--- src/hw/rtl/abkf_pkg.sv ---
// Package for the angle/bias Kalman filter: widths, formats, register codes.
// Used by abkf_mul, abkf_div and the top level angle_bias_kalman_filter.
`timescale 1ns / 1ps
package abkf_pkg;
  localparam int unsigned ANGLE_FRAC_BITS_DEF = 16;
  localparam int unsigned DATA_W  = 32;
  localparam int unsigned DT_W    = 16;
  localparam int unsigned NOISE_W = 24;
  localparam int unsigned DT_FRAC  = 16;
  localparam int unsigned COV_FRAC = 24;
  localparam int unsigned ACC_W    = 72;
  localparam int unsigned CFG_IDX_W = 2;

  localparam logic [CFG_IDX_W-1:0] REG_ANGLE_NOISE   = 2'd0;
  localparam logic [CFG_IDX_W-1:0] REG_BIAS_NOISE    = 2'd1;
  localparam logic [CFG_IDX_W-1:0] REG_MEASURE_NOISE = 2'd2;

  localparam logic [NOISE_W-1:0] ANGLE_NOISE_RST   = 24'd16777;
  localparam logic [NOISE_W-1:0] BIAS_NOISE_RST    = 24'd50332;
  localparam logic [NOISE_W-1:0] MEASURE_NOISE_RST = 24'd83886;

  typedef logic signed [ACC_W-1:0] acc_t;

  // Saturate a wide signed value to signed 32 bits.
  function automatic logic signed [DATA_W-1:0] sat32(input acc_t v);
    if (v > acc_t'(32'sh7FFFFFFF))       sat32 = 32'sh7FFFFFFF;
    else if (v < -acc_t'(64'sh80000000)) sat32 = 32'sh80000000;
    else                                 sat32 = v[DATA_W-1:0];
  endfunction
endpackage

--- src/hw/rtl/abkf_div.sv ---
// Radix-2 restoring divider for the gains: (num << 24) / den, truncated toward
// zero, one quotient bit a cycle. Depends on abkf_pkg.
`timescale 1ns / 1ps
module abkf_div (
  input  logic                  clk,
  input  logic                  rst_n,
  input  logic                  start,
  input  logic signed [31:0]    num,
  input  logic signed [33:0]    den,
  output logic                  done,
  output logic signed [31:0]    quot
);
  import abkf_pkg::*;

  localparam int unsigned QW = 56;

  logic [5:0]    cnt_r, cnt_nxt;
  logic          busy_r, busy_nxt;
  logic          done_r, done_nxt;
  logic [QW-1:0] q_r, q_nxt;
  logic [34:0]   rem_r, rem_nxt;
  logic [33:0]   dmag_r, dmag_nxt;
  logic          neg_r, neg_nxt;
  logic          zero_r, zero_nxt;
  logic [34:0]   trial;
  logic [QW:0]   qs;

  always_comb begin
    cnt_nxt  = cnt_r;
    busy_nxt = busy_r;
    done_nxt = 1'b0;
    q_nxt    = q_r;
    rem_nxt  = rem_r;
    dmag_nxt = dmag_r;
    neg_nxt  = neg_r;
    zero_nxt = zero_r;
    trial    = '0;
    if (start) begin
      busy_nxt = 1'b1;
      cnt_nxt  = '0;
      rem_nxt  = '0;
      q_nxt    = {(num[31] ? 32'(-num) : 32'(num)), 24'd0};
      dmag_nxt = den[33] ? 34'(-den) : 34'(den);
      neg_nxt  = num[31] ^ den[33];
      zero_nxt = (den == '0);
    end else if (busy_r) begin
      // Shift in one dividend bit and try the subtract.
      trial = {rem_r[33:0], q_r[QW-1]} - {1'b0, dmag_r};
      if (!trial[34]) begin
        rem_nxt = trial;
        q_nxt   = {q_r[QW-2:0], 1'b1};
      end else begin
        rem_nxt = {rem_r[33:0], q_r[QW-1]};
        q_nxt   = {q_r[QW-2:0], 1'b0};
      end
      cnt_nxt = cnt_r + 6'd1;
      if (cnt_r == 6'(QW - 1)) begin
        busy_nxt = 1'b0;
        done_nxt = 1'b1;
      end
    end
  end

  always_ff @(posedge clk) begin
    if (!rst_n) begin
      busy_r <= 1'b0;
      done_r <= 1'b0;
      cnt_r  <= '0;
    end else begin
      busy_r <= busy_nxt;
      done_r <= done_nxt;
      cnt_r  <= cnt_nxt;
    end
    q_r    <= q_nxt;
    rem_r  <= rem_nxt;
    dmag_r <= dmag_nxt;
    neg_r  <= neg_nxt;
    zero_r <= zero_nxt;
  end

  // Apply sign, saturate; zero divisor gives zero gain.
  assign qs   = neg_r ? -{1'b0, q_r} : {1'b0, q_r};
  assign done = done_r;
  assign quot = zero_r ? 32'sd0 : sat32(acc_t'($signed(qs)));
endmodule

--- config.mk ---
export PLATFORM = sky130hd
export DESIGN_NAME = abkf_div
export DESIGN_NICKNAME = d
export VERILOG_FILES = /design/src/hw/rtl/abkf_pkg.sv /design/src/hw/rtl/abkf_div.sv
export SDC_FILE = /design/constraint.sdc
export NUM_CORES = 1
export LEC_CHECK = 0
export BUFFER_PORTS_ARGS = -buffer_cell sky130_fd_sc_hd__buf_2
export CORE_AREA = 2 2 151 153
export DETAILED_ROUTE_END_ITERATION = 10
export DIE_AREA = 0 0 153 155
export GPL_TIMING_DRIVEN = 0
export PLACE_DENSITY = 0.68
export SLEW_MARGIN = 20
export SYNTH_ARGS = -nofsm -noshare
export SYNTH_HDL_FRONTEND = slang
export SYNTH_SLANG_ARGS = --single-unit
--- constraint.sdc ---
create_clock -name clk -period 6.64 [get_ports clk]
set_input_delay 1.66 -clock clk [delete_from_list [all_inputs] [get_ports clk]]
set_output_delay 1.66 -clock clk [all_outputs]
set_load 0.03 [all_outputs]
Word level (Yosys, flattened, before mapping)
Index checks and enable logic that the tools add are counted.
{"block": "word_totals", "register_bits": 134, "inputBits": 69, "out_inout_bits": 33, "wordCells": 39}
{"block": "op_classes", "addsub": 5, "order_cmp": 2, "eq_ne": 1, "mux": 14, "n_bitwise": 3, "n_reduce_logical": 4}
{"operator": "$mux 32", "n": 4}
{"operator": "$mux 56", "n": 2}
{"operator": "$gt 57x32->1 const B", "n": 1}
{"operator": "$lt 57x32->1 const B", "n": 1}
{"operator": "$mux 57", "n": 1}
{"operator": "$neg 56->57", "n": 1}
{"operator": "$sub 35x34->35", "n": 1}
{"operator": "$logic_not 34->1", "n": 1}
{"operator": "$mux 34", "n": 1}
{"operator": "$neg 34->34", "n": 1}
{"operator": "$mux 33", "n": 1}
{"operator": "$neg 32->32", "n": 1}
{"operator": "$add 6x1->6 const B", "n": 1}
{"operator": "$eq 6x6->1 const B", "n": 1}
{"operator": "$mux 1", "n": 5}
{"operator": "$reduce_or 3->1", "n": 1}
{"operator": "$not 1->1", "n": 2}
{"operator": "$reduce_bool 2->1", "n": 1}
{"operator": "$reduce_or 2->1", "n": 1}
{"operator": "$xor 1x1->1", "n": 1}

Longest topological paths before layout
Gate-level depths: netlist of the first run.
{"block": "logic_depth", "word_depth": 6, "mapped_depth": 15, "ltp_nobuf": 13}

Worst setup path before layout of the first run
Ideal clock, no wire load.
{"block": "synth_timing", "kind": "reg-to-output", "start": "register q_r[11]", "end": "output port quot[0]", "arrival_time_ns": 4.363, "t_required_ns": 4.980, "path_slack_ns": 0.617, "stages_incl_launch_ff": 13, "path_cell_list": "dfxtp_1 -> or4_4 -> or3_1 -> buf_4 -> or4_4 -> buf_6 -> nor3_1 -> xor2_1 -> or4_1 -> a2111oi_0 -> a41oi_1 -> clkbuf_2 -> o21ai_0"}
{"block": "synth_via", "elab_chain_len": 6, "word_cells_on_any_way": 7}
{"item": "start, declared", "line_no": "abkf_div.sv:20", "source": "logic [QW-1:0] q_r, q_nxt;"}
{"item": "start signal, assigned", "line_no": "abkf_div.sv:74", "source": "q_r <= q_nxt;"}
{"item": "$neg 56->57", "line_no": "abkf_div.sv:82", "source": "assign qs = neg_r ? -{1'b0, q_r} : {1'b0, q_r};"}
{"item": "$mux 57 (*)", "line_no": "abkf_div.sv:82"}
{"item": "$lt 57x32->1", "line_no": "abkf_pkg.sv:27", "source": "else if (v < -acc_t'(64'sh80000000)) sat32 = 32'sh80000000;"}
{"item": "$mux 32", "line_no": "abkf_pkg.sv:27"}
{"item": "$mux 32 (*)", "line_no": "abkf_pkg.sv:26", "source": "if (v > acc_t'(32'sh7FFFFFFF)) sat32 = 32'sh7FFFFFFF;"}
{"item": "$mux 32 (*)", "line_no": "abkf_div.sv:84", "source": "assign quot = zero_r ? 32'sd0 : sat32(acc_t'($signed(qs)));"}
{"item": "end, declared", "line_no": "abkf_div.sv:11", "source": "output logic signed [31:0] quot"}
Every way passes the cells marked *; elsewhere a longest branch is shown, timed or not.

Worst setup path in the final report of the first run
{"block": "layout_timing", "start": "register q_r[11]", "end": "output port quot[12]"}
The elaborated chain is that of the path after synthesis.

==> results of run 1 <==
-- final cells by class --
cell class	count	area, um^2	area share
Clock inverter	13	205	0.0175
Multi-Input combinational cell	932	6280	0.535
Clock buffer	19	433	0.0369
Sequential cell	134	3360	0.287
Timing Repair Buffer	100	513	0.0437
Tap cell	285	357	0.0304
Inverter	58	218	0.0186
Buffer	83	365	0.0311
-- state kept, by name (all words and copies together), names as in the netlist --
| signal | flops |
|---|---|
| q_r | 56 |
| dmag_r | 34 |
| rem_r | 34 |
| cnt_r | 6 |
| busy_r | 1 |
| done | 1 |
| neg_r | 1 |
| zero_r | 1 |
-- through the flow --
step | instance area [um^2] | utilization | power (mW) | cells | setup slack [ns]
floorplan | 10200 | - | 1.42 | 1207 | 0.617
global placement | 11000 | 0.496 | 1.59 | 1592 | 0.348
detailed placement | 11000 | 0.496 | 1.60 | 1592 | 0.400
CTS | 11700 | 0.525 | 2.64 | 1624 | 0.0220
global route | 11700 | 0.528 | 2.76 | 1624 | 0.0481
finish | 11700 | 0.528 | 2.64 | 1624 | 0.220
-- power by group --
part / total, mW / internal (mW) / switching (mW)
clock: 1.04 / 0.665 / 0.374
combinational: 0.630 / 0.231 / 0.399
sequential: 0.974 / 0.937 / 0.0378
-- cells by family after synthesis --
group / synth area share
flops: 0.331
compound gates: 0.220
buf+inv: 0.0566
xor+xnor: 0.121
mux: 0.0316
simple gates: 0.191
fa+ha+maj: 0.0487
-- layout by cell type (no fill, tap or decap), types with 28 or more instances in the layout --
master	count
ha_1	38
edfxtp_1	68
a21oi_1	51
buf_2	96
nand2_1	126
nor2_1	86
o21ai_0	70
mux2i_1	31
dfxtp_1	66
nand3_1	39
xor2_1	55
inv_1	57
o31ai_1	33
clkbuf_1	65
a22o_1	28
o21ai_1	28
xnor2_1	85
-- worst min-delay path, delay by kind of cell (launching register included) --
kind	cells	cell delay (ns)
DFF	1	0.32
AOI/OAI and AO/OA	2	0.13
-- cells in the mapped netlist, drive strengths merged, types with 15 or more instances --
cell and instances:
a311oi 15, nor2 86, clkbuf 66, a22o 28, o41ai 19, nor3 26
or3 17, xor2 55, dfxtp 66, o31ai 34, or4 22, inv 58
nand3 40, mux2i 31, o21ai 101, nor4 21, a21oi 51, xnor2 85
nand2b 15, nand2 126, buf 17, ha 38, edfxtp 68
-- worst paths after layout --
| kind | startpoint | to | slack [ns] | cells past startpoint |
|---|---|---|---|---|
| worst max-delay path | q_r[11] | quot[12] | 0.22 | 13 |
| worst min-delay path | cnt_r[5] | cnt_r[5] | 0.49 | 2 |
| worst max register to register | q_r[55] | rem_r[3] | 2.02 | 14 |
| worst min register to register | cnt_r[5] | cnt_r[5] | 0.49 | 2 |
-- timing repair --
| action | 4_1_cts | 5_1_grt |
|---|---|---|
| pin swaps | 0 | 2 |
| endpoints found under the setup margin | 30 | 30 |
| resized for setup | 2 | 20 |
| buffers inserted | 0 | 0 |
| hold endpoints to repair | 0 | 0 |
-- routing by layer --
layer | routed length (um) | vias up
met5 | 0 | -
met4 | 607 | 0
met3 | 1540 | 43
met2 | 13200 | 333
met1 | 12900 | 4375
li1 | - | 4661
==> results_dict.tcl, run 1 <==
set metrics [dict create \
    gr-usage-met3 0.0412 \
    busiest_layer "met2" \
    rows 55 \
    hold_slack_ns 0.492 \
    cpPeakStageDelay_ns 0.59 \
    via_per_inst 5.80 \
    ys.flop_type "edfxtp_1" \
    met1_usage 0.317 \
    synth_nets 1315 \
    dieArea_um2 23700 \
    crit_top_cell "or4_4" \
    synthDistinctLibCells 68 \
    synth_warnings 0 \
    routed_wl_mm 28.3 \
    critPathKind "reg -> out" \
    ant_nets 0 \
    tightest_slew_ns 0.877 \
    drive_gt1_frac 0.121 \
    ir_drop_uv 174 \
    finalMaxSlewViolations 0 \
    cts_root_buffer "clkbuf_16" \
    cp-end-kind "primary output" \
    cp_slowest_cell "or4_4" \
    worst-path-buf-inv 4 \
    hold_viol_final 0 \
    synth_top_area_frac 0.201 \
    grt_usage 0.238 \
    status "complete, no violations" \
    drv_cap 0 \
    max_freq_mhz 156 \
    cts_buffers 17 \
    coreArea_um2 22200 \
    hold_path_class "reg -> reg" \
    arrival_ns 4.76 \
    async_flop_share 0 \
    dr.first_iter.drc_count 758 \
    insertedDiodeCount 0 \
    clk_latency_ns 0.43 \
    synth_top_cell_by_area "edfxtp_1" \
    drtPass1Iterations 6 \
    setup_viol 0 \
    grt_pass1_vias 8948 \
    avgSynthCellArea_um2 8.42 \
    synth-edff-count 68 \
    cts.path.max_buffers 2 \
    tns_ns 0 \
    clock_skew_ns 0.00835 \
    postCtsHoldBufs 0 \
    dieHeight_um 155 \
    slew_headroom 0.416 \
    cp_top_family "simple AND/OR/NAND/NOR gates" \
    rsz0062_at_grt "no" \
    route.vias.total 9412 \
    cp_max_fo 10 \
    antenna_found_initial 0 \
    cts_tree "done" \
    syn_inst 1207 \
    p_per_area_nw_per_um2 225 \
    clk_pin_slew_ns 0.06 \
    fin_nets 1434 \
    required_ns 4.98 \
    drcViolationCount 0 \
    nFillCells 2118 \
    gp_congestion 0.918 \
    die_width_um 153 \
    htreeDepth 4 \
    synth_area_um2 10200 \
    start_util 0.457 \
    dpl.hpwl_mm 21.1 \
    fin_crit_ns 6.42 \
    yosysSeqAreaShare 0.331 \
    port_buffers 100 \
    crit_chain "or4_4 -> or3_1 -> buf_4 -> or4_4 -> buf_6 -> nor3_1 -> xor2_1 -> or4_4 -> a2111oi_4 -> a41oi_4 -> buf_4 -> o21ai_1 -> clkbuf_4" \
    wl_per_cell_um 17.4 \
    grt_pass1_wl_mm 45.8 \
    grt_max_degree 41 \
    p_leak_nw 4.53 \
    ys_ff_latch 134 \
    ys_top_cells_by_area "edfxtp_1, dfxtp_1, xnor2_1" \
    area_delta_synth_final_pct 15.4 \
    cts.sinks 134 \
    grtUsageMet2 0.397 \
    ios 102 \
    startpoint_type "register" \
    overflow 0 \
    period_share 0.967 \
]
Power figures use the tool's default switching activity.
==> run 2, diff against run 1 <==
--- a/config.mk
+++ b/config.mk
@@ -7,9 +7,9 @@
 export LEC_CHECK = 0
 export BUFFER_PORTS_ARGS = -buffer_cell sky130_fd_sc_hd__buf_2
-export CORE_AREA = 2 2 151 153
+export CORE_AREA = 2 2 188 190
 export DETAILED_ROUTE_END_ITERATION = 10
-export DIE_AREA = 0 0 153 155
+export DIE_AREA = 0 0 190 192
 export GPL_TIMING_DRIVEN = 0
-export PLACE_DENSITY = 0.68
+export PLACE_DENSITY = 0.49
 export SLEW_MARGIN = 20
 export SYNTH_ARGS = -nofsm -noshare
==> constraint.sdc (replaced) <==
create_clock -name clk -period 6.64 [get_ports clk]
set_input_delay 1.66 -clock clk [delete_from_list [all_inputs] [get_ports clk]]
set_output_delay 1.66 -clock clk [all_outputs]
set_load 0.005 [all_outputs]
==> results_dict.tcl, run 2 (synthesized netlist as in run 1, its figures left out) <==
set metrics [dict create \
    cp_max_fo 10 \
    drcViolationCount 0 \
    finalMaxSlewViolations 0 \
    setup_viol 0 \
    dpl.hpwl_mm 23.3 \
    status "complete, no violations" \
    cts_buffers 17 \
    cp-end-kind "primary output" \
    wl_per_cell_um 17.0 \
    grt_usage 0.169 \
    start_util 0.296 \
    regArea_um2 3360 \
    hold_slack_ns 0.496 \
    routed_wl_mm 30.6 \
    route.vias.total 9370 \
    cts_root_buffer "clkbuf_16" \
    hold_viol_final 0 \
    rsz0062_at_grt "no" \
    dpl.cell_count 1762 \
    die_width_um 190 \
    r2r_slack_ns 2.05 \
    ant_nets 0 \
    postCtsHoldBufs 0 \
    max_freq_mhz 155 \
    required_ns 4.98 \
    drive_gt1_frac 0.128 \
    clk_pin_slew_ns 0.07 \
    layout_commonest_cell "nand2_1" \
    area_delta_synth_final_pct 17.2 \
    clk_latency_ns 0.43 \
    port_buffers 100 \
    p_leak_nw 4.53 \
    drtPass1Iterations 6 \
    via_per_inst 5.22 \
    overflow 0 \
    slew_headroom 0.364 \
    antenna_found_initial 0 \
    arrival_ns 4.81 \
    multi_input_area_um2 6280 \
    period_share 0.975 \
    cts_tree "done" \
    gp_congestion 0.870 \
    grt_pass1_wl_mm 49.0 \
    insertedDiodeCount 0 \
    largest_reg_flops 56 \
    cts.path.max_buffers 2 \
    layout_common_cells "nand2_1, buf_2, nor2_1" \
    startpoint_type "register" \
    p_per_area_nw_per_um2 217 \
    coreArea_um2 34300 \
    tns_ns 0 \
    dr.first_iter.drc_count 681 \
    tightest_slew_ns 0.950 \
    regMostFlops "q_r" \
    ir_drop_uv 169 \
    fin_nets 1435 \
    clock_skew_ns 0.0117 \
    dieHeight_um 192 \
    grt_pass1_vias 8969 \
    hold_path_class "reg -> reg" \
    ios 102 \
    rows 68 \
    htreeDepth 4 \
    critPathKind "reg -> out" \
    reg_top3 "q_r: 56 flops, dmag_r: 34 flops, rem_r: 34 flops" \
    dieArea_um2 36500 \
    fin_crit_ns 6.47 \
    instances_no_fill 1795 \
    nFillCells 3631 \
    drv_cap 0 \
    cts.sinks 134 \
    grt_max_degree 41 \
]
-- run 2: changes by cell type in the layout (fill, tap and decap cells not counted), moves of 2 or more --
cell / previous run / this run
inv_6: 0 / 5
o21ai_1: 28 / 21
clkbuf_2: 0 / 2
bufinv_16: 5 / 3
buf_4: 5 / 2
clkbuf_1: 65 / 63
clkbuf_4: 4 / 0
clkinvlp_4: 2 / 4
buf_2: 96 / 102
o21ai_2: 2 / 9
clkinv_2: 2 / 0
-- run 2: final timing paths --
check,start,end,cells past startpoint
min,rem_r[13],rem_r[14],2
max reg2reg,q_r[55],rem_r[8],14
min reg2reg,rem_r[13],rem_r[14],2
max,q_r[11],quot[5],14
-- run 2: per-layer routing --
layer / routed length (um) / track usage / vias to the layer above
li1: - / - / 4664
met1: 14900 / 0.234 / 4420
met2: 13800 / 0.277 / 257
met3: 1440 / 0.0258 / 29
met4: 456 / 0.0397 / 0
met5: 0 / 0 / -
-- run 2: what timing repair did --
item / in CTS / in global routing
endpoints found under the setup margin: 31 / 12
buffers inserted: 1 / 0
gates resized for setup: 3 / 10
cloned: 0 / 0
pin swaps: 1 / 0
endpoints found under the hold margin: 0 / 0
-- run 2: final cells by class --
| class | instances | share of cell area |
|---|---|---|
| multi-input cells | 932 | 0.527 |
| flip-flops and latches | 134 | 0.282 |
| well taps | 455 | 0.0478 |
| repair buffers | 101 | 0.0426 |
| clock buffers | 17 | 0.0357 |
| plain buffers | 83 | 0.0300 |
| inverters | 58 | 0.0183 |
| clock inverters | 15 | 0.0162 |
-- run 2: report_power, final --
group          internal, mW  switching (mW)
Sequential            0.936          0.0373
Clock                 0.600           0.408
Combinational         0.230           0.370
Total                  1.77           0.816
-- run 2: critical path: stages (launching register included) --
cell and delay (ns):
dfxtp_1 0.38, or4_4 0.60, or3_1 0.43, buf_4 0.19
or4_4 0.54, buf_6 0.17, nor3_1 0.19, xor2_1 0.13
or4_4 0.52, a2111oi_4 0.33, a41oi_2 0.14, buf_4 0.18
buf_2 0.21, o21ai_1 0.21, buf_2 0.15
-- run 2: per-stage QoR --
stage / utilization / cell area, um^2 / total power, mW / setup slack (ns)
floorplan: - / 10200 / 1.39 / 1.13
global placement: 0.328 / 11200 / 1.58 / 0.209
detailed placement: 0.328 / 11200 / 1.58 / 0.203
CTS: 0.346 / 11900 / 2.60 / 0.0559
global route: 0.348 / 11900 / 2.71 / 0.00994
finish: 0.348 / 11900 / 2.58 / 0.169
