**config.mk**
```make
export PLATFORM = sky130hd
export DESIGN_NAME = abkf_mul
export DESIGN_NICKNAME = d
export VERILOG_FILES = /design/src/hw/rtl/abkf_pkg.sv /design/src/hw/rtl/abkf_mul.sv
export SDC_FILE = /design/constraint.sdc
export NUM_CORES = 1
export LEC_CHECK = 0
export BUFFER_PORTS_ARGS = -buffer_cell sky130_fd_sc_hd__buf_2
export CAP_MARGIN = 0
export CORE_MARGIN = 1
export CORE_UTILIZATION = 36
export DETAILED_ROUTE_END_ITERATION = 7
export HOLD_SLACK_MARGIN = 0.1
export PLACE_DENSITY = 0.63
export SLEW_MARGIN = 25
export SYNTH_ARGS = -nofsm -noshare
export SYNTH_HDL_FRONTEND = slang
export SYNTH_SLANG_ARGS = --single-unit
```
**constraint.sdc**
```tcl
create_clock -name clk -period 11.1 [get_ports clk]
set_clock_uncertainty 0.05 [all_clocks]
set_input_delay 1.11 -clock clk [delete_from_list [all_inputs] [get_ports clk]]
set_output_delay 1.11 -clock clk [all_outputs]
set_load 0.01 [all_outputs]
```
**src/hw/rtl/abkf_pkg.sv**
```systemverilog
// Package for the angle/bias Kalman filter: widths, formats, register codes.
// Used by abkf_mul, abkf_div and the top level angle_bias_kalman_filter.
`timescale 1ns / 1ps
package abkf_pkg;
  localparam int unsigned ANGLE_FRAC_BITS_DEF = 16;
  localparam int unsigned DATA_W  = 32;
  localparam int unsigned DT_W    = 16;
  localparam int unsigned NOISE_W = 24;
  localparam int unsigned DT_FRAC  = 16;
  localparam int unsigned COV_FRAC = 24;
  localparam int unsigned ACC_W    = 72;
  localparam int unsigned CFG_IDX_W = 2;

  localparam logic [CFG_IDX_W-1:0] REG_ANGLE_NOISE   = 2'd0;
  localparam logic [CFG_IDX_W-1:0] REG_BIAS_NOISE    = 2'd1;
  localparam logic [CFG_IDX_W-1:0] REG_MEASURE_NOISE = 2'd2;

  localparam logic [NOISE_W-1:0] ANGLE_NOISE_RST   = 24'd16777;
  localparam logic [NOISE_W-1:0] BIAS_NOISE_RST    = 24'd50332;
  localparam logic [NOISE_W-1:0] MEASURE_NOISE_RST = 24'd83886;

  typedef logic signed [ACC_W-1:0] acc_t;

  // Saturate a wide signed value to signed 32 bits.
  function automatic logic signed [DATA_W-1:0] sat32(input acc_t v);
    if (v > acc_t'(32'sh7FFFFFFF))       sat32 = 32'sh7FFFFFFF;
    else if (v < -acc_t'(64'sh80000000)) sat32 = 32'sh80000000;
    else                                 sat32 = v[DATA_W-1:0];
  endfunction
endpackage

```
**src/hw/rtl/abkf_mul.sv**
```systemverilog
// Bit-serial signed multiplier: 40 x 40 bit product, one multiplier bit a cycle.
// Depends on abkf_pkg.
`timescale 1ns / 1ps
module abkf_mul (
  input  logic                  clk,
  input  logic                  rst_n,
  input  logic                  start,
  input  logic signed [39:0]    op_a,
  input  logic signed [39:0]    op_b,
  output logic                  done,
  output abkf_pkg::acc_t        prod
);
  import abkf_pkg::*;

  logic [5:0]  cnt_r, cnt_nxt;
  logic        busy_r, busy_nxt;
  logic        done_r, done_nxt;
  acc_t        acc_r, acc_nxt;
  acc_t        mcand_r, mcand_nxt;
  logic [39:0] mplier_r, mplier_nxt;

  // Shift and add; the last (sign) bit of the multiplier subtracts.
  always_comb begin
    cnt_nxt    = cnt_r;
    busy_nxt   = busy_r;
    done_nxt   = 1'b0;
    acc_nxt    = acc_r;
    mcand_nxt  = mcand_r;
    mplier_nxt = mplier_r;
    if (start) begin
      busy_nxt   = 1'b1;
      cnt_nxt    = '0;
      acc_nxt    = '0;
      mcand_nxt  = acc_t'(op_a);
      mplier_nxt = op_b;
    end else if (busy_r) begin
      if (mplier_r[0]) begin
        if (cnt_r == 6'd39) acc_nxt = acc_r - mcand_r;
        else                acc_nxt = acc_r + mcand_r;
      end
      mcand_nxt  = mcand_r <<< 1;
      mplier_nxt = mplier_r >> 1;
      cnt_nxt    = cnt_r + 6'd1;
      if (cnt_r == 6'd39) begin
        busy_nxt = 1'b0;
        done_nxt = 1'b1;
      end
    end
  end

  always_ff @(posedge clk) begin
    if (!rst_n) begin
      busy_r <= 1'b0;
      done_r <= 1'b0;
      cnt_r  <= '0;
    end else begin
      busy_r <= busy_nxt;
      done_r <= done_nxt;
      cnt_r  <= cnt_nxt;
    end
    acc_r    <= acc_nxt;
    mcand_r  <= mcand_nxt;
    mplier_r <= mplier_nxt;
  end

  assign done = done_r;
  assign prod = acc_r;
endmodule

```
### Word-level counts from Yosys, hierarchy flattened

Cells that the tools add are included.

| storage, ports and cells | value |
|---|---|
| logic and storage cells | 25 |
| register bits | 192 |
| output and inout port bits | 73 |

| operators by class | value |
|---|---|
| eq/ne operators | 1 |
| muxes and demuxes | 9 |
| add/subtract/negate cells | 3 |
| reduce and logical (&&, ||, !) cells | 4 |
| bitwise operators | 2 |

Operator list:

| operator | number |
|---|---|
| 72-bit 2-to-1 mux | 3 |
| 40-bit 2-to-1 mux | 2 |
| 72-bit adder | 1 |
| 72-bit subtractor | 1 |
| 6-bit by 1-bit adder with 6-bit output, second input constant | 1 |
| 6-bit == test, second input constant | 1 |
| 1-bit 2-to-1 mux | 4 |
| 3-bit OR reduction | 1 |
| 1-bit inverter | 2 |
| 2-bit AND reduction | 1 |
| 2-bit nonzero test | 1 |
| 2-bit OR reduction | 1 |

### Logic depth before layout (Yosys ltp)

Gate-level depths: netlist of the first run.

| logic depth | value |
|---|---|
| word-level depth | 4 |
| mapped depth | 22 |

### Worst setup path before layout of the first run

No wires, ideal clock.

| timing path | value |
|---|---|
| kind | register -> register |
| start point | register mcand_r[13] |
| end point | register acc_r[63] (netlist: prod[63]) |
| setup time | 79 ps |
| stages on the path, launching flop included | 20 |
| period minus slack after synthesis | 5,160 ps |
| path buffers | 2 |
| path slack | 5,940 ps |
| arrival time | 5,031 ps |
| cells stage by stage | edfxtp_1 -> or4_4 -> or3_1 -> buf_2 -> nor2_1 -> or4b_4 -> o21ai_0 -> xor2_1 -> ha_1 -> buf_2 -> nand4_1 -> nor4_1 -> nand4_1 -> o22a_1 -> a211oi_1 -> nor2_1 -> o31a_1 -> o31ai_2 -> or4b_1 -> o211ai_1 |

| on the way | value |
|---|---|
| word-level cells in the longest chain between the ends | 2 |
| elaborated cells between the ends (all ways) | 3 |
| classes of those cells | add/sub: 2; mux: 1 |

RTL lines:

| what | line | text |
|---|---|---|
| start: declaration | abkf_mul.sv:19 | `acc_t mcand_r, mcand_nxt;` |
| start signal: assignment | abkf_mul.sv:62 | `mcand_r <= mcand_nxt;` |
| 72-bit adder / 72-bit subtractor (equally long branches) | abkf_mul.sv:39, abkf_mul.sv:38 |  |
| 72-bit 2-to-1 mux (*) | abkf_mul.sv:38 | `if (cnt_r == 6'd39) acc_nxt = acc_r - mcand_r;` |
| end signal: assignment | abkf_mul.sv:61 | `acc_r <= acc_nxt;` |
| end: declaration | abkf_mul.sv:18 | `acc_t acc_r, acc_nxt;` |

Every way passes the cells marked *; elsewhere a longest branch is shown, timed or not.
A chain may end at the register's enable or synchronous reset.

### Worst setup path after layout of the first run

| timing path | value |
|---|---|
| start point | register mcand_r[7] |
| end point | register acc_r[56] (netlist: prod[56]) |

The elaborated chain is that of the path after synthesis.

==> impl_metrics.toml, run 1 <==
[global_route]
met2_usage_pct = 29.4
grt_use_met3_pct = 2.91
grt-busiest-layer = "met2"
grt_pass1_vias = 10400
globalRouteOverflowTotal = 0
grt_max_degree = 79
grt_usage_pct = 19.2
grt_pass1_wl_um = 56300
use_met1_pct = 27.5
antenna_found_initial = 0

[clocking]
numCtsBuffers = 17
cts_setup_buffers = 0
clkLatencyLatePin_ns = 0.46
path_clk_slew_ns = 0.08
cts_hold_buffers = 0
h-tree-depth = 4
cts_root_buffer = "clkbuf_16"
tritoncts = "done"
cts_buffer_depth = 2
cts_resized = 0
clkSinkCount = 192

[detailed_routing]
drtIter0Drc = 1065
drt_first_pass_iters = 7
drt-vias-per-instance = 5.47
drc = 0
totalWireLength_um = 35900
vias = 11300
antenna_left = 0
avgRoutedWirePerCell_um = 17.4

[layout]
layout-drive-gt1-share_pct = 18.2
final_common_cell = "nand2_1"
fin_nets = 1740
final_cell_mix = "nand2_1 (186), a21oi_1 (154), buf_2 (154)"
areaGrowthSynthToFinish_pct = 13.1
fillers = 3637
fin_area_mm2 = 0.0149
diodes = 0

[power_and_ir_drop]
powerDensity_mw_per_mm2 = 140
peakVddDrop_v = 0.000116
p_total_mw = 2.08
leakage_nw = 6.06

[synth]
synth_cells = 1486
yosys.area_share.adder_pct = 7.10
ys_seq_elements = 192
synth_xor_xnor_area_share_pct = 8.52
async_flop_share_pct = 0
synth-compound-area-share_pct = 19.3
synth_warnings = 0
synth_top_family_by_area = "compound AO/OA/AOI/OAI gates"
synth-edff-count = 112
yosys.area_share.simple_pct = 16.4
synth_cell_types = 68
seq_area_frac_synth_pct = 37.7
synth_flop_cell = "edfxtp_1"
synth_nets = 1643
synth_area_mm2 = 0.0132
synth_mux_area_share_pct = 6.80
syn_area_per_cell_um2 = 8.85

[worst_setup_path]
crit_type = "reg -> reg"
crit_fanout = 9
r2r_setup_slack_ns = 5.07
critical_path_required_ns = 11.45
crit_start = "mcand_r[7]"
endpoint_kind = "register"
rr_startpoint = "mcand_r[7]"
arrival_ns = 6.38
r2r-end = "prod[56]"
ff2ff_path_depth = 16
startpoint_type = "register"

[timing]
slew_headroom_pct = 27.5
final.setup.tns_ns = 0
hold_viol_final = 0
fmax_mhz = 166
grt_setup_unrepaired = "no"
period_needed_ns = 6.03
layout_worst_path_cycle_share_pct = 54.3
drv_slew = 0
setup_viol = 0
max_slew.worst_pin.slew_ns = 1.09
finalWorstSetupSlack_ns = 5.07

[floorplan]
rows = 69
initial_core_util_pct = 36.8
die_h_um = 193
die_w_um = 193
num_io_pins = 156
die-area_mm2 = 0.0373
core_area_mm2 = 0.0357

[place]
portBuffers = 155
pre_cts_ws_ns = 5.02
place_hpwl_um = 26800
gp_congestion = 0.923
postPlaceCellArea_mm2 = 0.0143

[worst_hold_path]
min_from = "prod[28]"
holdPathStages = 2
holdPathEnd = "prod[28]"
worstHoldPathType = "reg -> reg"

[run_status]
status = "completed"

[run]
max_cap_violations = 0
worst max path at each step:
stage                     to  depth (start not counted)
floorplan           prod[63]                         19
global placement    prod[63]                         16
detailed placement  prod[63]                         16
CTS                 prod[63]                         16
global route        prod[63]                         17
finish              prod[56]                         16
worst max-delay path, cell delays in order (launching register included):
cell and delay [ns]:
edfxtp_1 0.45, or4_1 0.57, or3_1 0.43, or3_1 0.41, nor4_1 0.49, nor3b_1 0.54, a21oi_1 0.16, xnor2_1 0.18
ha_1 0.49, and3_1 0.27, and2_1 0.16, nand3_1 0.07, or4_1 0.47, a21oi_1 0.28, o21ai_0 0.31, or4_1 0.58
nand3_1 0.09
flip-flops by register name, summed over array words and instances (netlist names):
name      flops
cnt_r         6
mplier_r     40
done          1
prod         72
mcand_r      72
busy_r        1
through the flow:
| stage | util [%] | hold WS [ns] | instances |
|---|---|---|---|
| after floorplan | - | 0.417 | 1486 |
| after detailed placement | 39.9 | 0.423 | 2025 |
| final | 41.6 | 0.432 | 2057 |
| after global placement | 39.9 | 0.417 | 2025 |
| after CTS | 41.6 | 0.435 | 2057 |
| after global routing | 41.6 | 0.451 | 2057 |
report_power, final:
group	switching, mW	internal, mW
clock network	0.311	0.341
registers	0.0573	0.832
logic	0.325	0.212
final cells by class:
cell class	count	area [um^2]	area share, %
timing repair buffer	165	857	5.76
clock buffer	18	429	2.88
clock inverter	14	170	1.14
tap	461	577	3.88
sequential	192	4960	33.4
inverter	57	214	1.44
multi-input combinational	1150	7670	51.5
per-layer routing:
layer / vias to the layer above / share of wire [%]
met4: 0 / 1.5
met1: 5336 / 50
met2: 269 / 44
li1: 5614 / -
met3: 35 / 4.4
met5: - / 0
cells in the mapped netlist, types with 5 or more instances:
| library cell | instances | area, um^2 |
|---|---|---|
| a211oi_1 | 8 | 60.1 |
| a21o_1 | 25 | 188 |
| a21oi_1 | 154 | 771 |
| a31oi_1 | 18 | 113 |
| a41oi_1 | 5 | 43.8 |
| and2_1 | 10 | 62.6 |
| and3_1 | 11 | 68.8 |
| buf_1 | 12 | 45.0 |
| clkbuf_1 | 71 | 267 |
| dfxtp_1 | 80 | 1600 |
| edfxtp_1 | 112 | 3360 |
| ha_1 | 73 | 913 |
| inv_1 | 57 | 214 |
| mux2_2 | 74 | 833 |
| mux2i_1 | 5 | 50.1 |
| nand2_1 | 187 | 702 |
| nand2b_1 | 10 | 62.6 |
| nand3_1 | 35 | 175 |
| nand4_1 | 32 | 200 |
| nor2_1 | 74 | 278 |
| nor2b_1 | 10 | 62.6 |
| nor3_1 | 26 | 130 |
| nor4_1 | 7 | 43.8 |
| o2111ai_1 | 5 | 43.8 |
| o211ai_1 | 8 | 60.1 |
| o21a_1 | 12 | 90.1 |
| o21ai_0 | 115 | 576 |
| o21bai_1 | 18 | 135 |
| o31ai_1 | 14 | 105 |
| o41ai_1 | 5 | 43.8 |
| or3_1 | 16 | 100 |
| or4_1 | 8 | 60.1 |
| xnor2_1 | 72 | 631 |
| xor2_1 | 56 | 490 |
kinds of logic (layout without fill, tap and decap cells):
| group | after synthesis | after routing |
|---|---|---|
| AOI/OAI and AO/OA | 420 | 420 |
| xor gates and xnor gates | 128 | 128 |
| adders and majority gates | 74 | 74 |
| buffers and inverters | 144 | 254 |
| DFF | 192 | 192 |
| muxes | 80 | 80 |
| and+or+nand+nor | 448 | 448 |
Power figures use the tool's default switching activity.
==> run 2, diff against run 1 <==
--- a/config.mk
+++ b/config.mk
@@ -5,13 +5,14 @@
 export SDC_FILE = /design/constraint.sdc
 export NUM_CORES = 1
 export LEC_CHECK = 0
+export ABC_AREA = 1
 export BUFFER_PORTS_ARGS = -buffer_cell sky130_fd_sc_hd__buf_2
 export CAP_MARGIN = 0
 export CORE_MARGIN = 1
 export CORE_UTILIZATION = 36
 export DETAILED_ROUTE_END_ITERATION = 7
 export HOLD_SLACK_MARGIN = 0.1
-export PLACE_DENSITY = 0.63
+export PLACE_DENSITY = 0.62
 export SLEW_MARGIN = 25
 export SYNTH_ARGS = -nofsm -noshare
 export SYNTH_HDL_FRONTEND = slang
==> constraint.sdc (replaced) <==
create_clock -name clk -period 5.8 [get_ports clk]
set_clock_uncertainty 0.05 [all_clocks]
set_input_delay 0.58 -clock clk [delete_from_list [all_inputs] [get_ports clk]]
set_output_delay 0.58 -clock clk [all_outputs]
set_load 0.01 [all_outputs]
==> impl_metrics.toml, run 2 <==
[detailed_routing]
vias = 16400
avgRoutedWirePerCell_um = 18.0
drt_first_pass_iters = 5
antenna_left = 0
drtIter0Drc = 1310
totalWireLength_um = 59400
drt-vias-per-instance = 4.98
drc = 0

[layout]
layout-drive-gt1-share_pct = 9.18
diodes = 0
fillers = 4699
fin_area_mm2 = 0.0179
multi_input_area_mm2 = 0.00908
fin_nets = 2856
final_cell_mix = "nand2_1 (784), inv_1 (433), nor2_1 (378)"
regArea_mm2 = 0.00496
post-route-util_pct = 41.2
areaGrowthSynthToFinish_pct = 12.2
final_common_cell = "nand2_1"

[timing]
slew_headroom_pct = 30.8
setup_viol = 0
layout_worst_path_cycle_share_pct = 77.3
drv_slew = 0
grt_setup_unrepaired = "no"
hold_viol_final = 0
fmax_mhz = 223
period_needed_ns = 4.49
max_slew.worst_pin.slew_ns = 1.04
final.setup.tns_ns = 0

[clocking]
cts_hold_buffers = 0
cts_setup_buffers = 0
h-tree-depth = 4
clkSinkCount = 192
path_clk_slew_ns = 0.08
clkLatencyLatePin_ns = 0.52
cts_resized = 0
tritoncts = "done"
cts_buffer_depth = 2
numCtsBuffers = 17
cts_root_buffer = "clkbuf_16"

[floorplan]
num_io_pins = 156
die_h_um = 213
rows = 76
initial_core_util_pct = 36.7
die-area_mm2 = 0.0452
core_area_mm2 = 0.0435
die_w_um = 213

[worst_hold_path]
worstHoldPathType = "in -> reg"

[run]
max_cap_violations = 0

[synth]
yosysTopAreaCell = "edfxtp_1"
ys_seq_elements = 192
yosysTopAreaCellShare_pct = 21.1
seq_area_frac_synth_pct = 31.1
yosysMostFrequentCell = "nand2_1"
synth_cell_types = 39
synth_nets = 2730
synth_area_leaders = "edfxtp_1 (21%), nand2_1 (18%), inv_1 (10%)"
syn_area_per_cell_um2 = 6.21
synth_warnings = 0
synth-edff-count = 112
synth_area_mm2 = 0.0160
synth_common_cells = "nand2_1 (785), inv_1 (434), nor2_1 (378)"
synth_flop_cell = "edfxtp_1"
synth_cells = 2573
async_flop_share_pct = 0

[power_and_ir_drop]
p_clk_share_pct = 29.8
powerDensity_mw_per_mm2 = 237
leakage_nw = 9.27
switchingPower_mw = 1.66
switching_share_pct = 38.9
pwr-share-comb_pct = 30.2
sequentialPowerShare_pct = 40.0
p_int_mw = 2.60
peakVddDrop_v = 0.000321

[global_route]
grt_pass1_wl_um = 89700
antenna_found_initial = 1
grt_pass1_vias = 15500
grt_usage_pct = 26.9
grt_max_degree = 88
globalRouteOverflowTotal = 0

[place]
portBuffers = 155
gp_congestion = 0.991
place_hpwl_um = 48400
postPlaceCellArea_mm2 = 0.0173

[worst_setup_path]
critical_path_required_ns = 6.16
arrival_ns = 4.84
crit_fanout = 36
r2r_setup_slack_ns = 1.31
endpoint_kind = "register"
crit_type = "reg -> reg"
startpoint_type = "register"

[run_status]
status = "completed"
run 2: cell count changes in the layout (fill, tap and decap cells not counted), moves of 18 or more:
cell,delta
inv_2,+18
a21oi_1,-46
a21o_1,-24
mux2_2,-74
nor2_1,+304
o21ai_0,+59
nand3_1,+80
nand2_1,+598
inv_1,+376
xor2_1,+50
xnor2_1,-71
run 2: cells by family after synthesis:
| kind of cell | after synthesis | share of synthesized area [%] |
|---|---|---|
| DFF | 192 | 31.1 |
| adders and majority gates | 74 | 5.85 |
| and+or+nand+nor | 1382 | 35.2 |
| xor gates and xnor gates | 107 | 5.87 |
| buffers and inverters | 509 | 12.1 |
| AOI/OAI and AO/OA | 309 | 9.97 |
run 2: final cells by class:
type                            count  share of cell area [%]
Tap cell                          585                    4.08
Timing Repair Buffer              163                    4.70
Multi-Input combinational cell   1872                    50.7
Clock buffer                       17                    2.37
Clock inverter                     15                   0.936
Inverter                          453                    9.50
Sequential cell                   192                    27.7
run 2: power groups by stage:
stage	clock network (mW)	registers [mW]	logic (mW)
6_report	1.27	1.70	1.29
3_3_place_gp	0	1.73	1.27
5_1_grt	1.35	1.71	1.44
2_1_floorplan	0	1.71	0.837
3_5_place_dp	0	1.73	1.27
4_1_cts	1.30	1.70	1.27
run 2: per-layer routing:
| metal | GRT usage (%) | up-vias | wire [um] |
|---|---|---|---|
| met5 | 0 | - | 10 |
| li1 | - | 8260 | - |
| met4 | 9.92 | 2 | 1830 |
| met3 | 4.42 | 83 | 4000 |
| met1 | 37.9 | 7531 | 28100 |
| met2 | 40.9 | 544 | 25500 |
run 2: stage by stage:
step	setup WS (ns)	total power, mW	std cells	hold WS [ns]
floorplan	1.78	2.55	2573	0.400
global placement	1.22	2.99	3265	0.417
detailed placement	1.31	3.00	3265	0.430
CTS	1.29	4.27	3297	0.242
global route	0.860	4.50	3297	0.277
finish	1.31	4.25	3297	0.279
run 2: worst paths after layout:
path	start	endpoint	cells past startpoint
setup reg to reg	cnt_r[0]	prod[59]	21
hold / removal	rst_n	busy_r	3
hold reg to reg	cnt_r[0]	cnt_r[0]	1
setup / recovery	cnt_r[0]	prod[59]	21
run 2: worst max-delay path, stage by stage (launching register included):
cell	delay [ns]
dfxtp_1	0.33
ha_1	0.21
nand2_1	0.08
or2_2	0.32
clkinv_2	0.53
a21oi_2	0.42
nor2_4	0.07
o21ai_2	0.13
o21ai_1	0.08
and2_1	0.23
ha_1	0.41
nand2_1	0.17
nor2_1	0.23
inv_1	0.09
nor2_1	0.22
nand2_1	0.13
nor3_1	0.19
nand2_1	0.12
nand3_1	0.11
nand3_1	0.09
nand2_1	0.11
inv_1	0.04
==> run 3, diff against run 2 <==
--- a/config.mk
+++ b/config.mk
@@ -12,7 +12,7 @@
 export CORE_UTILIZATION = 36
 export DETAILED_ROUTE_END_ITERATION = 7
 export HOLD_SLACK_MARGIN = 0.1
-export PLACE_DENSITY = 0.62
+export PLACE_DENSITY = 0.64
 export SLEW_MARGIN = 25
 export SYNTH_ARGS = -nofsm -noshare
 export SYNTH_HDL_FRONTEND = slang
==> constraint.sdc (replaced) <==
create_clock -name clk -period 3.77 [get_ports clk]
set_clock_uncertainty 0.05 [all_clocks]
set_input_delay 0.377 -clock clk [delete_from_list [all_inputs] [get_ports clk]]
set_output_delay 0.377 -clock clk [all_outputs]
set_load 0.01 [all_outputs]
==> impl_metrics.toml, run 3 (synthesized netlist as in run 2, its figures left out) <==
[layout]
layout-drive-gt1-share_pct = 27.4
final_cells = 3694
areaGrowthSynthToFinish_pct = 40.7
fin_nets = 3253
diodes = 0
final_cell_mix = "nand2_1 (734), inv_1 (411), buf_4 (331)"
fin_area_mm2 = 0.0225
fillers = 4358
final_common_cell = "nand2_1"

[worst_setup_path]
crit_fanout = 4
ff2ff_path_depth = 22
critical_path_required_ns = 4.13
endpoint_kind = "register"
r2r-end = "prod[64]"
rr_startpoint = "mcand_r[0]"
startpoint_type = "register"
r2r_setup_slack_ns = 0.12
crit_type = "reg -> reg"
arrival_ns = 4.01

[run]
max_cap_violations = 0

[detailed_routing]
antenna_left = 0
totalWireLength_um = 62100
drc = 0
vias = 17900
avgRoutedWirePerCell_um = 16.8
drtIter0Drc = 1238
drt_first_pass_iters = 5
drt-vias-per-instance = 4.84

[power_and_ir_drop]
powerDensity_mw_per_mm2 = 326
peakVddDrop_v = 0.000503
p_total_mw = 7.33
leakage_nw = 11.4

[clocking]
path_clk_slew_ns = 0.08
clkSinkCount = 192
cts_buffer_depth = 2
numCtsBuffers = 17
clkLatencyLatePin_ns = 0.51
cts_root_buffer = "clkbuf_16"
h-tree-depth = 4
tritoncts = "done"

[place]
dp_cells = 3566
place_hpwl_um = 49100
portBuffers = 155
postPlaceCellArea_mm2 = 0.0196
gp_congestion = 1.01

[timing]
period_needed_ns = 3.65
setup_viol = 0
slew_headroom_pct = 38.0
max_slew.worst_pin.slew_ns = 0.930
layout_worst_path_cycle_share_pct = 96.7
fmax_mhz = 274
hold_viol_final = 0
drv_slew = 0
grt_setup_unrepaired = "yes"

[floorplan]
core_area_mm2 = 0.0435
die_w_um = 213
rows = 76
die_h_um = 213
die-area_mm2 = 0.0452
num_io_pins = 156
initial_core_util_pct = 36.7

[worst_hold_path]
holdPathStages = 3
worstHoldPathType = "in -> reg"
holdPathEnd = "mcand_r[1]"
min_from = "op_a[1]"

[run_status]
status = "completed"

[global_route]
grt_pass1_vias = 17100
globalRouteOverflowTotal = 0
antenna_found_initial = 0
grt_usage_pct = 27.7
grt_max_degree = 79
grt_pass1_wl_um = 93700
run 3: where the power goes:
| part | switching [mW] | internal [mW] |
|---|---|---|
| Clock | 1.02 | 0.953 |
| Combinational | 1.61 | 1.14 |
| Sequential | 0.162 | 2.44 |
| Total | 2.80 | 4.54 |
run 3: worst max-delay path by stage:
stage	slack, ns	cells after the start	start	to
6_report	0.12	22	mcand_r[0]	prod[64]
5_1_grt	-0.1	23	mcand_r[11]	prod[66]
4_1_cts	-0.005	27	mcand_r[0]	prod[66]
3_5_place_dp	-0.30	26	mcand_r[1]	prod[71]
3_3_place_gp	-0.27	26	mcand_r[0]	prod[71]
2_1_floorplan	0.57	24	mcand_r[0]	prod[69]
run 3: final cells by class:
type	instances	area [um^2]	share of cell area (%)
multi-input combinational	1872	10400	46.3
sequential	192	4960	22.1
timing repair buffer	560	4060	18.1
inverter	453	1700	7.58
tap	585	732	3.26
clock buffer	17	425	1.89
clock inverter	15	181	0.807
run 3: routing by layer:
layer	share of wire (%)	global-route usage, %	routed length [um]
met4	3.3	10.5	2080
met5	0	0	0
met1	46	36.9	28400
met3	5.9	5.45	3640
met2	45	44.1	28000
run 3: repair_timing:
action                                  CTS  global route
resized for setup                        27           326
buffers inserted                          3            25
endpoints found under the setup margin   24            49
gates cloned                              0             1
hold buffers                             68             0
hold endpoints to repair                 68             0
pin swaps                                 4            73
run 3: worst max-delay path, cell delays in order, from the launching register on:
cell	delay, ns
edfxtp_1	0.41
inv_2	0.11
ha_4	0.15
nand3_4	0.07
inv_2	0.07
nand2_4	0.06
nor3_4	0.25
buf_4	0.16
a21oi_2	0.08
nor2_2	0.13
o21ai_1	0.10
xor2_1	0.30
ha_1	0.34
nand2_1	0.18
o21ai_0	0.18
a21oi_2	0.23
nand2_2	0.14
a21oi_2	0.23
nand2_1	0.08
nand2_1	0.06
nand3_1	0.06
nand2_1	0.07
inv_1	0.04
run 3: per-stage QoR:
stage	util (%)	hold slack [ns]	setup TNS, ns	setup WS (ns)
after global routing	51.7	0.120	-0.746	-0.0986
after CTS	48.5	0.102	-0.00516	-0.00516
final	51.7	0.124	0	0.124
after detailed placement	45.2	0.429	-1.71	-0.305
after global placement	45.2	0.416	-1.34	-0.274
after floorplan	-	0.400	0	0.566
